**src/hw/rtl/ppcu_pkg.sv**
```systemverilog
`default_nettype none

package ppcu_pkg;

    // Source format codes
    localparam logic [3:0] FMT_A8       = 4'd0;
    localparam logic [3:0] FMT_L8       = 4'd1;
    localparam logic [3:0] FMT_LA88     = 4'd2;
    localparam logic [3:0] FMT_RGB565   = 4'd3;
    localparam logic [3:0] FMT_BGR565   = 4'd4;
    localparam logic [3:0] FMT_RGB888   = 4'd5;
    localparam logic [3:0] FMT_RGB8888  = 4'd6;
    localparam logic [3:0] FMT_BGR8888  = 4'd7;
    localparam logic [3:0] FMT_RGBA8888 = 4'd8;
    localparam logic [3:0] FMT_BGRA8888 = 4'd9;
    localparam logic [3:0] FMT_RGBA4444 = 4'd10;
    localparam logic [3:0] FMT_BGRA4444 = 4'd11;
    localparam logic [3:0] FMT_RGBA5551 = 4'd12;
    localparam logic [3:0] FMT_BGRA5551 = 4'd13;
    localparam logic [3:0] FMT_OTHER    = 4'd14;

    // Opcodes
    localparam logic [1:0] OP_READ    = 2'd0;
    localparam logic [1:0] OP_WRITE   = 2'd1;
    localparam logic [1:0] OP_CONVERT = 2'd2;

    // Channel codes
    localparam logic [2:0] CH_LUM   = 3'd0;
    localparam logic [2:0] CH_ALPHA = 3'd1;
    localparam logic [2:0] CH_RED   = 3'd2;
    localparam logic [2:0] CH_GREEN = 3'd3;
    localparam logic [2:0] CH_BLUE  = 3'd4;

    // Bit position of each channel (L, A, R, G, B) per format
    localparam logic [4:0] CHAN_POS [16][5] = '{
        '{5'd0, 5'd0,  5'd0,  5'd0, 5'd0},
        '{5'd0, 5'd0,  5'd0,  5'd0, 5'd0},
        '{5'd0, 5'd8,  5'd0,  5'd0, 5'd0},
        '{5'd0, 5'd0,  5'd11, 5'd5, 5'd0},
        '{5'd0, 5'd0,  5'd0,  5'd5, 5'd11},
        '{5'd0, 5'd0,  5'd0,  5'd8, 5'd16},
        '{5'd0, 5'd0,  5'd0,  5'd8, 5'd16},
        '{5'd0, 5'd0,  5'd16, 5'd8, 5'd0},
        '{5'd0, 5'd24, 5'd0,  5'd8, 5'd16},
        '{5'd0, 5'd24, 5'd16, 5'd8, 5'd0},
        '{5'd0, 5'd0,  5'd12, 5'd8, 5'd4},
        '{5'd0, 5'd0,  5'd4,  5'd8, 5'd12},
        '{5'd0, 5'd0,  5'd11, 5'd6, 5'd1},
        '{5'd0, 5'd0,  5'd1,  5'd6, 5'd11},
        '{5'd0, 5'd0,  5'd0,  5'd0, 5'd0},
        '{5'd0, 5'd0,  5'd0,  5'd0, 5'd0}
    };

    // Channel width per format; zero marks an absent channel
    localparam logic [3:0] CHAN_WID [16][5] = '{
        '{4'd0, 4'd8, 4'd0, 4'd0, 4'd0},
        '{4'd8, 4'd0, 4'd0, 4'd0, 4'd0},
        '{4'd8, 4'd8, 4'd0, 4'd0, 4'd0},
        '{4'd0, 4'd0, 4'd5, 4'd6, 4'd5},
        '{4'd0, 4'd0, 4'd5, 4'd6, 4'd5},
        '{4'd0, 4'd0, 4'd8, 4'd8, 4'd8},
        '{4'd0, 4'd0, 4'd8, 4'd8, 4'd8},
        '{4'd0, 4'd0, 4'd8, 4'd8, 4'd8},
        '{4'd0, 4'd8, 4'd8, 4'd8, 4'd8},
        '{4'd0, 4'd8, 4'd8, 4'd8, 4'd8},
        '{4'd0, 4'd4, 4'd4, 4'd4, 4'd4},
        '{4'd0, 4'd4, 4'd4, 4'd4, 4'd4},
        '{4'd0, 4'd1, 4'd5, 4'd5, 4'd5},
        '{4'd0, 4'd1, 4'd5, 4'd5, 4'd5},
        '{4'd0, 4'd0, 4'd0, 4'd0, 4'd0},
        '{4'd0, 4'd0, 4'd0, 4'd0, 4'd0}
    };

    typedef struct packed {
        logic [1:0]  opcode;
        logic [2:0]  channel_select;
        logic [31:0] pixel_word;
        logic [7:0]  channel_value;
        logic [7:0]  dest_alpha;
    } t_in_item;

    typedef struct packed {
        logic [7:0]  channel_read;
        logic [31:0] pixel_out;
        logic        has_channel;
    } t_result;

    function automatic logic [3:0] chan_wid(input logic [3:0] fmt, input logic [2:0] ch);
        logic [3:0] w;
        w = 4'd0;
        if (ch <= CH_BLUE) begin
            w = CHAN_WID[fmt][ch];
        end
        return w;
    endfunction

    function automatic logic [4:0] chan_pos(input logic [3:0] fmt, input logic [2:0] ch);
        logic [4:0] p;
        p = 5'd0;
        if (ch <= CH_BLUE) begin
            p = CHAN_POS[fmt][ch];
        end
        return p;
    endfunction

    // 16-bit formats store the high half of the value in the first byte
    function automatic logic fmt_swap(input logic [3:0] fmt);
        return (fmt == FMT_RGB565)   || (fmt == FMT_BGR565)   ||
               (fmt == FMT_RGBA4444) || (fmt == FMT_BGRA4444) ||
               (fmt == FMT_RGBA5551) || (fmt == FMT_BGRA5551);
    endfunction

    function automatic logic [31:0] swap_low(input logic [31:0] p);
        return {p[31:16], p[7:0], p[15:8]};
    endfunction

endpackage

`default_nettype wire

```
**src/hw/rtl/ppcu_datapath.sv**
```systemverilog
`default_nettype none

module ppcu_datapath (
    input  wire logic [3:0]         i_fmt,
    input  wire ppcu_pkg::t_in_item i_item,
    output ppcu_pkg::t_result       o_result
);

    // Extract a channel from an already byte-ordered word
    function automatic logic [7:0] f_read(input logic [3:0] fmt, input logic [2:0] ch,
                                          input logic [31:0] v);
        logic [3:0]  w;
        logic [4:0]  p;
        logic [8:0]  mk;
        logic [31:0] sh;
        w  = ppcu_pkg::chan_wid(fmt, ch);
        p  = ppcu_pkg::chan_pos(fmt, ch);
        mk = (9'd1 << w) - 9'd1;
        sh = v >> p;
        return sh[7:0] & mk[7:0];
    endfunction

    logic        swap;
    logic [31:0] ordered;
    logic [3:0]  sel_wid;
    logic [4:0]  sel_pos;
    logic [8:0]  sel_mk;
    logic [31:0] field_mask;
    logic [31:0] written;
    logic [7:0]  rd_val;
    logic [23:0] rgb;

    always_comb begin
        swap       = ppcu_pkg::fmt_swap(i_fmt);
        ordered    = swap ? ppcu_pkg::swap_low(i_item.pixel_word) : i_item.pixel_word;
        sel_wid    = ppcu_pkg::chan_wid(i_fmt, i_item.channel_select);
        sel_pos    = ppcu_pkg::chan_pos(i_fmt, i_item.channel_select);
        sel_mk     = (9'd1 << sel_wid) - 9'd1;
        field_mask = {24'd0, sel_mk[7:0]} << sel_pos;
        written    = (ordered & ~field_mask)
                   | (({24'd0, i_item.channel_value} << sel_pos) & field_mask);
        written    = swap ? ppcu_pkg::swap_low(written) : written;
        rd_val     = f_read(i_fmt, i_item.channel_select, ordered);
    end

    // Expand red, green and blue to 8 bits by left shift
    always_comb begin
        for (int i = 0; i < 3; i++) begin
            logic [3:0] cw;
            logic [7:0] cv;
            cw = ppcu_pkg::chan_wid(i_fmt, ppcu_pkg::CH_RED + 3'(i));
            cv = f_read(i_fmt, ppcu_pkg::CH_RED + 3'(i), ordered);
            rgb[8*i +: 8] = 8'(cv << (4'd8 - cw));
        end
    end

    always_comb begin
        o_result.channel_read = 8'd0;
        o_result.pixel_out    = i_item.pixel_word;
        o_result.has_channel  = (sel_wid != 4'd0);
        case (i_item.opcode)
            ppcu_pkg::OP_READ: begin
                o_result.channel_read = rd_val;
            end
            ppcu_pkg::OP_WRITE: begin
                o_result.pixel_out = written;
            end
            ppcu_pkg::OP_CONVERT: begin
                o_result.pixel_out = {i_item.dest_alpha, rgb};
            end
            default: begin
                o_result.channel_read = 8'd0;
            end
        endcase
    end

endmodule

`default_nettype wire

```
**src/hw/rtl/packed_pixel_channel_unit.sv**
```systemverilog
// Pipeline: an item passes the input register, then the result register; the datapath
// between them is combinational. Throughput: one pixel per cycle when not stalled;
// the bit selection between the two registers is short.
// Both stages advance together while the result side takes transfers or has room.
// Reset (i_rst_n low, synchronous): both stages empty, source format back to RGBA8888.
`default_nettype none

module packed_pixel_channel_unit (
    input  wire logic        i_clk,
    input  wire logic        i_rst_n,
    // configuration
    input  wire logic        i_cfg_we,
    input  wire logic [3:0]  i_cfg_wdata,
    // input channel
    input  wire logic        i_in_valid,
    output logic             o_in_ready,
    input  wire logic [1:0]  i_opcode,
    input  wire logic [2:0]  i_channel_select,
    input  wire logic [31:0] i_pixel_word,
    input  wire logic [7:0]  i_channel_value,
    input  wire logic [7:0]  i_dest_alpha,
    // result channel
    output logic             o_out_valid,
    input  wire logic        i_out_ready,
    output logic [7:0]       o_channel_read,
    output logic [31:0]      o_pixel_out,
    output logic             o_has_channel
);

    logic [3:0]         r_fmt;
    logic               r_in_valid;
    ppcu_pkg::t_in_item r_in;
    logic               r_out_valid;
    ppcu_pkg::t_result  r_out;

    ppcu_pkg::t_result  n_out;
    logic               adv;

    // The result register can load when empty or when its transfer happens now.
    // The input register can load when empty or when it is moving into the result stage.
    assign adv        = !r_out_valid || i_out_ready;
    assign o_in_ready = !r_in_valid || adv;

    // Format register; software must write it only while the unit is idle (not enforced here)
    always_ff @(posedge i_clk) begin
        if (!i_rst_n) begin
            r_fmt <= ppcu_pkg::FMT_RGBA8888;
        end else if (i_cfg_we) begin
            r_fmt <= i_cfg_wdata;
        end
    end

    // Input stage: capture the item on each input transfer
    always_ff @(posedge i_clk) begin
        if (!i_rst_n) begin
            r_in_valid <= 1'b0;
        end else if (o_in_ready) begin
            r_in_valid <= i_in_valid;
        end
    end

    always_ff @(posedge i_clk) begin
        if (o_in_ready && i_in_valid) begin
            r_in.opcode         <= i_opcode;
            r_in.channel_select <= i_channel_select;
            r_in.pixel_word     <= i_pixel_word;
            r_in.channel_value  <= i_channel_value;
            r_in.dest_alpha     <= i_dest_alpha;
        end
    end

    // Read, write or convert the held pixel
    ppcu_datapath u_datapath (
        .i_fmt    (r_fmt),
        .i_item   (r_in),
        .o_result (n_out)
    );

    // Result stage: hold until the downstream side takes the transfer
    always_ff @(posedge i_clk) begin
        if (!i_rst_n) begin
            r_out_valid <= 1'b0;
        end else if (adv) begin
            r_out_valid <= r_in_valid;
        end
    end

    always_ff @(posedge i_clk) begin
        if (adv && r_in_valid) begin
            r_out <= n_out;
        end
    end

    assign o_out_valid    = r_out_valid;
    assign o_channel_read = r_out.channel_read;
    assign o_pixel_out    = r_out.pixel_out;
    assign o_has_channel  = r_out.has_channel;

endmodule

`default_nettype wire
```
**config.mk**
```make
export PLATFORM = sky130hd
export DESIGN_NAME = packed_pixel_channel_unit
export DESIGN_NICKNAME = d
export VERILOG_FILES = /design/src/hw/rtl/ppcu_pkg.sv /design/src/hw/rtl/ppcu_datapath.sv /design/src/hw/rtl/packed_pixel_channel_unit.sv
export SDC_FILE = /design/constraint.sdc
export NUM_CORES = 1
export LEC_CHECK = 0
export BUFFER_PORTS_ARGS = -buffer_cell sky130_fd_sc_hd__buf_2
export CAP_MARGIN = 20
export CORE_ASPECT_RATIO = 0.9
export CORE_MARGIN = 1
export CORE_UTILIZATION = 55
export CTS_BUF_LIST = sky130_fd_sc_hd__clkbuf_8
export DETAILED_ROUTE_END_ITERATION = 12
export PLACE_DENSITY_LB_ADDON = 0.1
export SLEW_MARGIN = 25
export SYNTH_ARGS = -nofsm -noshare
export SYNTH_HDL_FRONTEND = slang
export SYNTH_SLANG_ARGS = --single-unit
```
**constraint.sdc**
```tcl
create_clock -name i_clk -period 11 [get_ports i_clk]
set_input_delay 3.3 -clock i_clk [delete_from_list [all_inputs] [get_ports i_clk]]
set_output_delay 3.3 -clock i_clk [all_outputs]
set_load 0.005 [all_outputs]
```
# Word-level counts from Yosys, hierarchy flattened
# Memory sizes are Yosys's and may differ from the RTL's.
# Index checks and enable logic that the tools add are counted.
[op_classes]
n_lt_le_gt_ge = 3
mux = 15
add_sub_neg = 7
shifts = 13
n_eq_ne = 8
n_bitwise = 10
reduce_logical = 13
[ops]
columns = ["op", "count"]
rows = [
  ["$shr 32x5->8", 4],
  ["$and 32x32->32", 2],
  ["$pmux 32 s2", 1],
  ["$shl 8x5->32", 2],
  ["$mux 25", 2],
  ["$mux 20", 2],
  ["$and 8x8->8", 4],
  ["$mux 16", 2],
  ["$not 32->32", 1],
  ["$or 32x32->32", 1],
  ["$shl 1x4->8 const A", 4],
  ["$sub 8x1->8 const B", 4],
  ["$shl 8x4->8", 3],
  ["$eq 4x4->1 const B", 4],
  ["$bmux 5 s3", 1],
  ["$mux 5", 3],
  ["$bmux 4 s3", 1],
  ["$mux 4", 3],
  ["$sub 4x4->4 const A", 3],
  ["$logic_or 1x1->1", 7],
  ["$ge 5x5->1 const B", 1],
  ["$not 4->5", 1],
  ["$eq 4x2->1 const B", 1],
  ["$eq 4x3->1 const B", 1],
  ["9 further kinds", 11],
]
[totals]
mem_bits_ro = 720
in_bits = 62
n_memories = 2
wordCells = 82
register_bits = 100
[memory_table]
columns = ["memory", "depth", "word_bits", "rd", "rd_clocked_by_memory_dff", "write_ports", "line", "source"]
rows = [
  ["(no name shown)", 16, 25, 1, 0, 0, "ppcu_pkg.sv:101", "p = CHAN_POS[fmt][ch];"],
  ["(no name shown)", 16, 20, 1, 0, 0, "ppcu_pkg.sv:92", "w = CHAN_WID[fmt][ch];"],
]

# Logic depth before layout (Yosys ltp)
[depth]
ltp_word = 16
depth_mapped = 21
depth_no_buf = 16

# By module
# From an unflattened synthesis, not the netlist that was laid out.
[unflattened]
cells_unflattened = 1463
area_unflattened_um2 = 11456.0
[by_module_without_submodules]
columns = ["module", "area_each_um2", "cells_per_inst", "instances"]
rows = [
  ["ppcu_datapath", 8375.5, 1347, 1],
  ["packed_pixel_channel_unit", 3080.5, 116, 1],
]

# Least setup slack after synthesis
# No wires, ideal clock.
[synth_path]
path_type = "input-to-output"
startpoint = "input port i_out_ready"
endpoint = "output port o_in_ready"
arrival_time_ns = 3.583
slack_ns = 4.117
path_stages = 2
t_required_ns = 7.700
path_cell_list = "nor2b_1 -> nand2_1"
[synth_via]
elab_chain_len = 2
[synth_rtl]
columns = ["element", "line", "source"]
rows = [
  ["start, declared", "packed_pixel_channel_unit.sv:24", "input wire logic i_out_ready,"],
  ["$logic_or 1x1->1", "packed_pixel_channel_unit.sv:41", "assign adv = !r_out_valid || i_out_ready;"],
  ["$logic_or 1x1->1", "packed_pixel_channel_unit.sv:42", "assign o_in_ready = !r_in_valid || adv;"],
  ["end, declared", "packed_pixel_channel_unit.sv:16", "output logic o_in_ready,"],
]
# Every way passes these cells.

# Worst setup path after layout
# Same ends and word-level chain as after synthesis.

==> results.md <==
* # rows at 51
* Most frequent cells in the layout: nand2_1, buf_2, nor2_1, a21oi_1, edfxtp_1
* H-tree levels at 3
* Worst setup margin at 3720 ps
* Max frequency at 0.137 GHz
* Ys flop type: edfxtp_1
* Area growth, synth to finish at 5.96%
* Mux cell area share after synthesis at 13.9%
* Post-synthesis cell area at 12300 µm²
* Unrepaired setup endpoints after global routing: no
* Buffers inserted by post-CTS timing repair at 0
* Slew Viols, Final at 0
* Max transition margin at 20.0%
* Required time worst endpoint at 7700 ps
* Number of global-route vias before repair at 12900
* Pre-CTS WS at 3730 ps
* Setup TNS at 0 ps
* First-pass GRT wire length at 83000 µm
* Adder-cell share of the synthesized area at 1.93%
* Pwr per Cell Area at 112 nW/µm²
* Critical path arrival at 3980 ps
* Seq/Total Area, Yosys at 23.9%
* Ant diodes at 0
* Hold Crit Class: reg2reg
* Simple-gate area share of the yosys netlist at 20.8%
* Final clock skew at 32.5 ps
* Post-synth EDFFs at 94
* Hold slack final at 558 ps
* Post-synthesis compound-gate area fraction at 32.3%
* Share of synthesized flip-flops with an asynchronous set or reset at 0%
* Crit end category: output pin
* WL final at 57100 µm
* Post-route ant nets at 0
* XOR/XNOR Fraction of Synth Area at 0.284%
* Num CTS Buffers at 9
* CORE AREA at 21800 µm²
* Fin nets at 1601
* Initial core utilization at 56.5%
* Top cell type by total area after synthesis: edfxtp_1
* Final Util at 59.9%
* Routed via count at 14300
* Drt drc at 0
* Area share of the largest cell type after synthesis at 22.9%
* Initial antenna violation count at 1
* Leakage at 0.00473 µW
* Synth Warn # at 0
* Final hold violations at 0
* Drt pass-1 iters at 7
* I/O Buffers at 104
* Filler cell count at 2010
* CTS hold repair buffers at 0
* Initial DRC Count at 2431
* Most common cell after layout, fill and taps aside: nand2_1
* VDD IR-drop max at 0.0000806 V
* Fin crit share at 66.2%
* Min Tclk post-route at 7280 ps
* Worst-margin pin slew at 1170 ps
* Largest net degree at the start of global routing at 66
* DIE HEIGHT at 144 µm
* Layout cells sized above 1 at 16.5%
* Post-Syn Instances at 1520
* Total track usage at 48.6%
* Syn Nets at 1601
* Max Root-Sink Buffers at 2
* Root buffer cell: clkbuf_8
* Via-to-Cell Ratio at 7.86
* IO Count at 105
* Mapped Avg Cell Area at 8.11 µm²
* Flops & latches, synth at 100
* Largest family of logic cells by synthesized area: compound AO/OA/AOI/OAI gates
* Grt ovf at 0
* Crit Path Category: in2out
* WL/cell at 31.4 µm
* Max-cap violations at 0
* Worst-Skew Late Latency at 430 ps
* Clk sink count at 100
* Startpoint Class: input pin
* GPL Wtd Cong at 1.08
* Die Area at 23000 µm²
* CTS tree: done
* R2R Setup Slk at 4790 ps
* Top area cells in the synthesized netlist: edfxtp_1, mux2i_1, mux4_2
* Clock transition at the registers of the reported paths at 130 ps
* Yosys cell types at 96
* Post-DP HPWL at 40300 µm
* Setup Viol. Count Final at 0
* Run status: completed
* Die X at 160 µm
* CTS resizes at 0
* Crit path max fanout at 4
-- flip-flops by register name, summed over array words and instances, names as in the netlist --
register / flops
o_has_channel: 1
o_channel_read: 8
o_pixel_out: 32
r_in: 53
o_out_valid: 1
r_in_valid: 1
r_fmt: 4
-- area by class of cell --
cell class                      instances  area, µm²  share of cell area [%]
Multi-Input combinational cell       1235       8600                    65.8
Sequential cell                       100       2940                    22.5
Timing Repair Buffer                  146        836                    6.40
Tap cell                              291        364                    2.79
Clock buffer                            9        124                   0.948
Inverter                               28        105                   0.805
Clock inverter                          7       91.3                   0.699
-- stage by stage --
stage,instance area (µm²),std cells,power [µW]
6_report,13100,1816,1460
5_1_grt,13100,1816,1490
4_1_cts,13100,1816,1410
3_5_place_dp,12800,1800,1140
3_3_place_gp,12800,1800,1140
2_1_floorplan,12300,1520,924
-- critical path, stage by stage --
cell and delay (ps):
buf_2 100, nor2b_1 320, nand2_1 130, buf_2 140
-- report_power, final --
part	leakage (µW)	total (µW)	switching, µW	internal (µW)
Clock	0.000106	276	182	93.5
Combinational	0.00367	691	458	233
Sequential	0.000953	490	43.7	447
Total	0.00473	1460	684	773
-- kinds of logic (layout without fill, tap and decap cells) --
kind of cell             after synthesis  count (layout)
XOR/XNOR                               4               4
adder cells (fa/ha/maj)               19              19
AO/OA/AOI/OAI                        560             560
AND/OR/NAND/NOR                      514             514
buffers and inverters                185             190
flip-flops                           100             100
multiplexers                         138             138
-- cell usage after synthesis (18+ instances only) --
cell,number
nor2_1,103
nor3_1,46
nand2_1,135
a31oi_1,30
nand3_1,79
buf_2,47
mux2_2,19
mux4_2,23
and2_1,18
inv_1,25
a21oi_1,97
ha_1,19
o21ai_0,89
edfxtp_1,94
a211oi_1,58
mux2i_1,92
o211ai_1,67
clkbuf_1,83
-- final timing paths --
check | start | endpoint | cells past startpoint
worst max-delay path | i_out_ready | o_in_ready | 4
worst min-delay path | r_in_valid | o_out_valid | 1
worst max register to register | r_fmt[1] | o_pixel_out[12] | 18
worst min register to register | r_in_valid | o_out_valid | 1
-- metal layers --
metal | vias to the layer above | share of wire [%] | track usage [%] | wire [µm]
met4 | 2 | 7.1 | 30.3 | 4050
met2 | 1329 | 42 | 73.8 | 24100
met1 | 6645 | 36 | 62.2 | 20800
li1 | 6002 | - | - | -
met3 | 290 | 14 | 12.6 | 8180
met5 | - | 0.023 | 0 | 13
(Power assumes the default switching activity.)
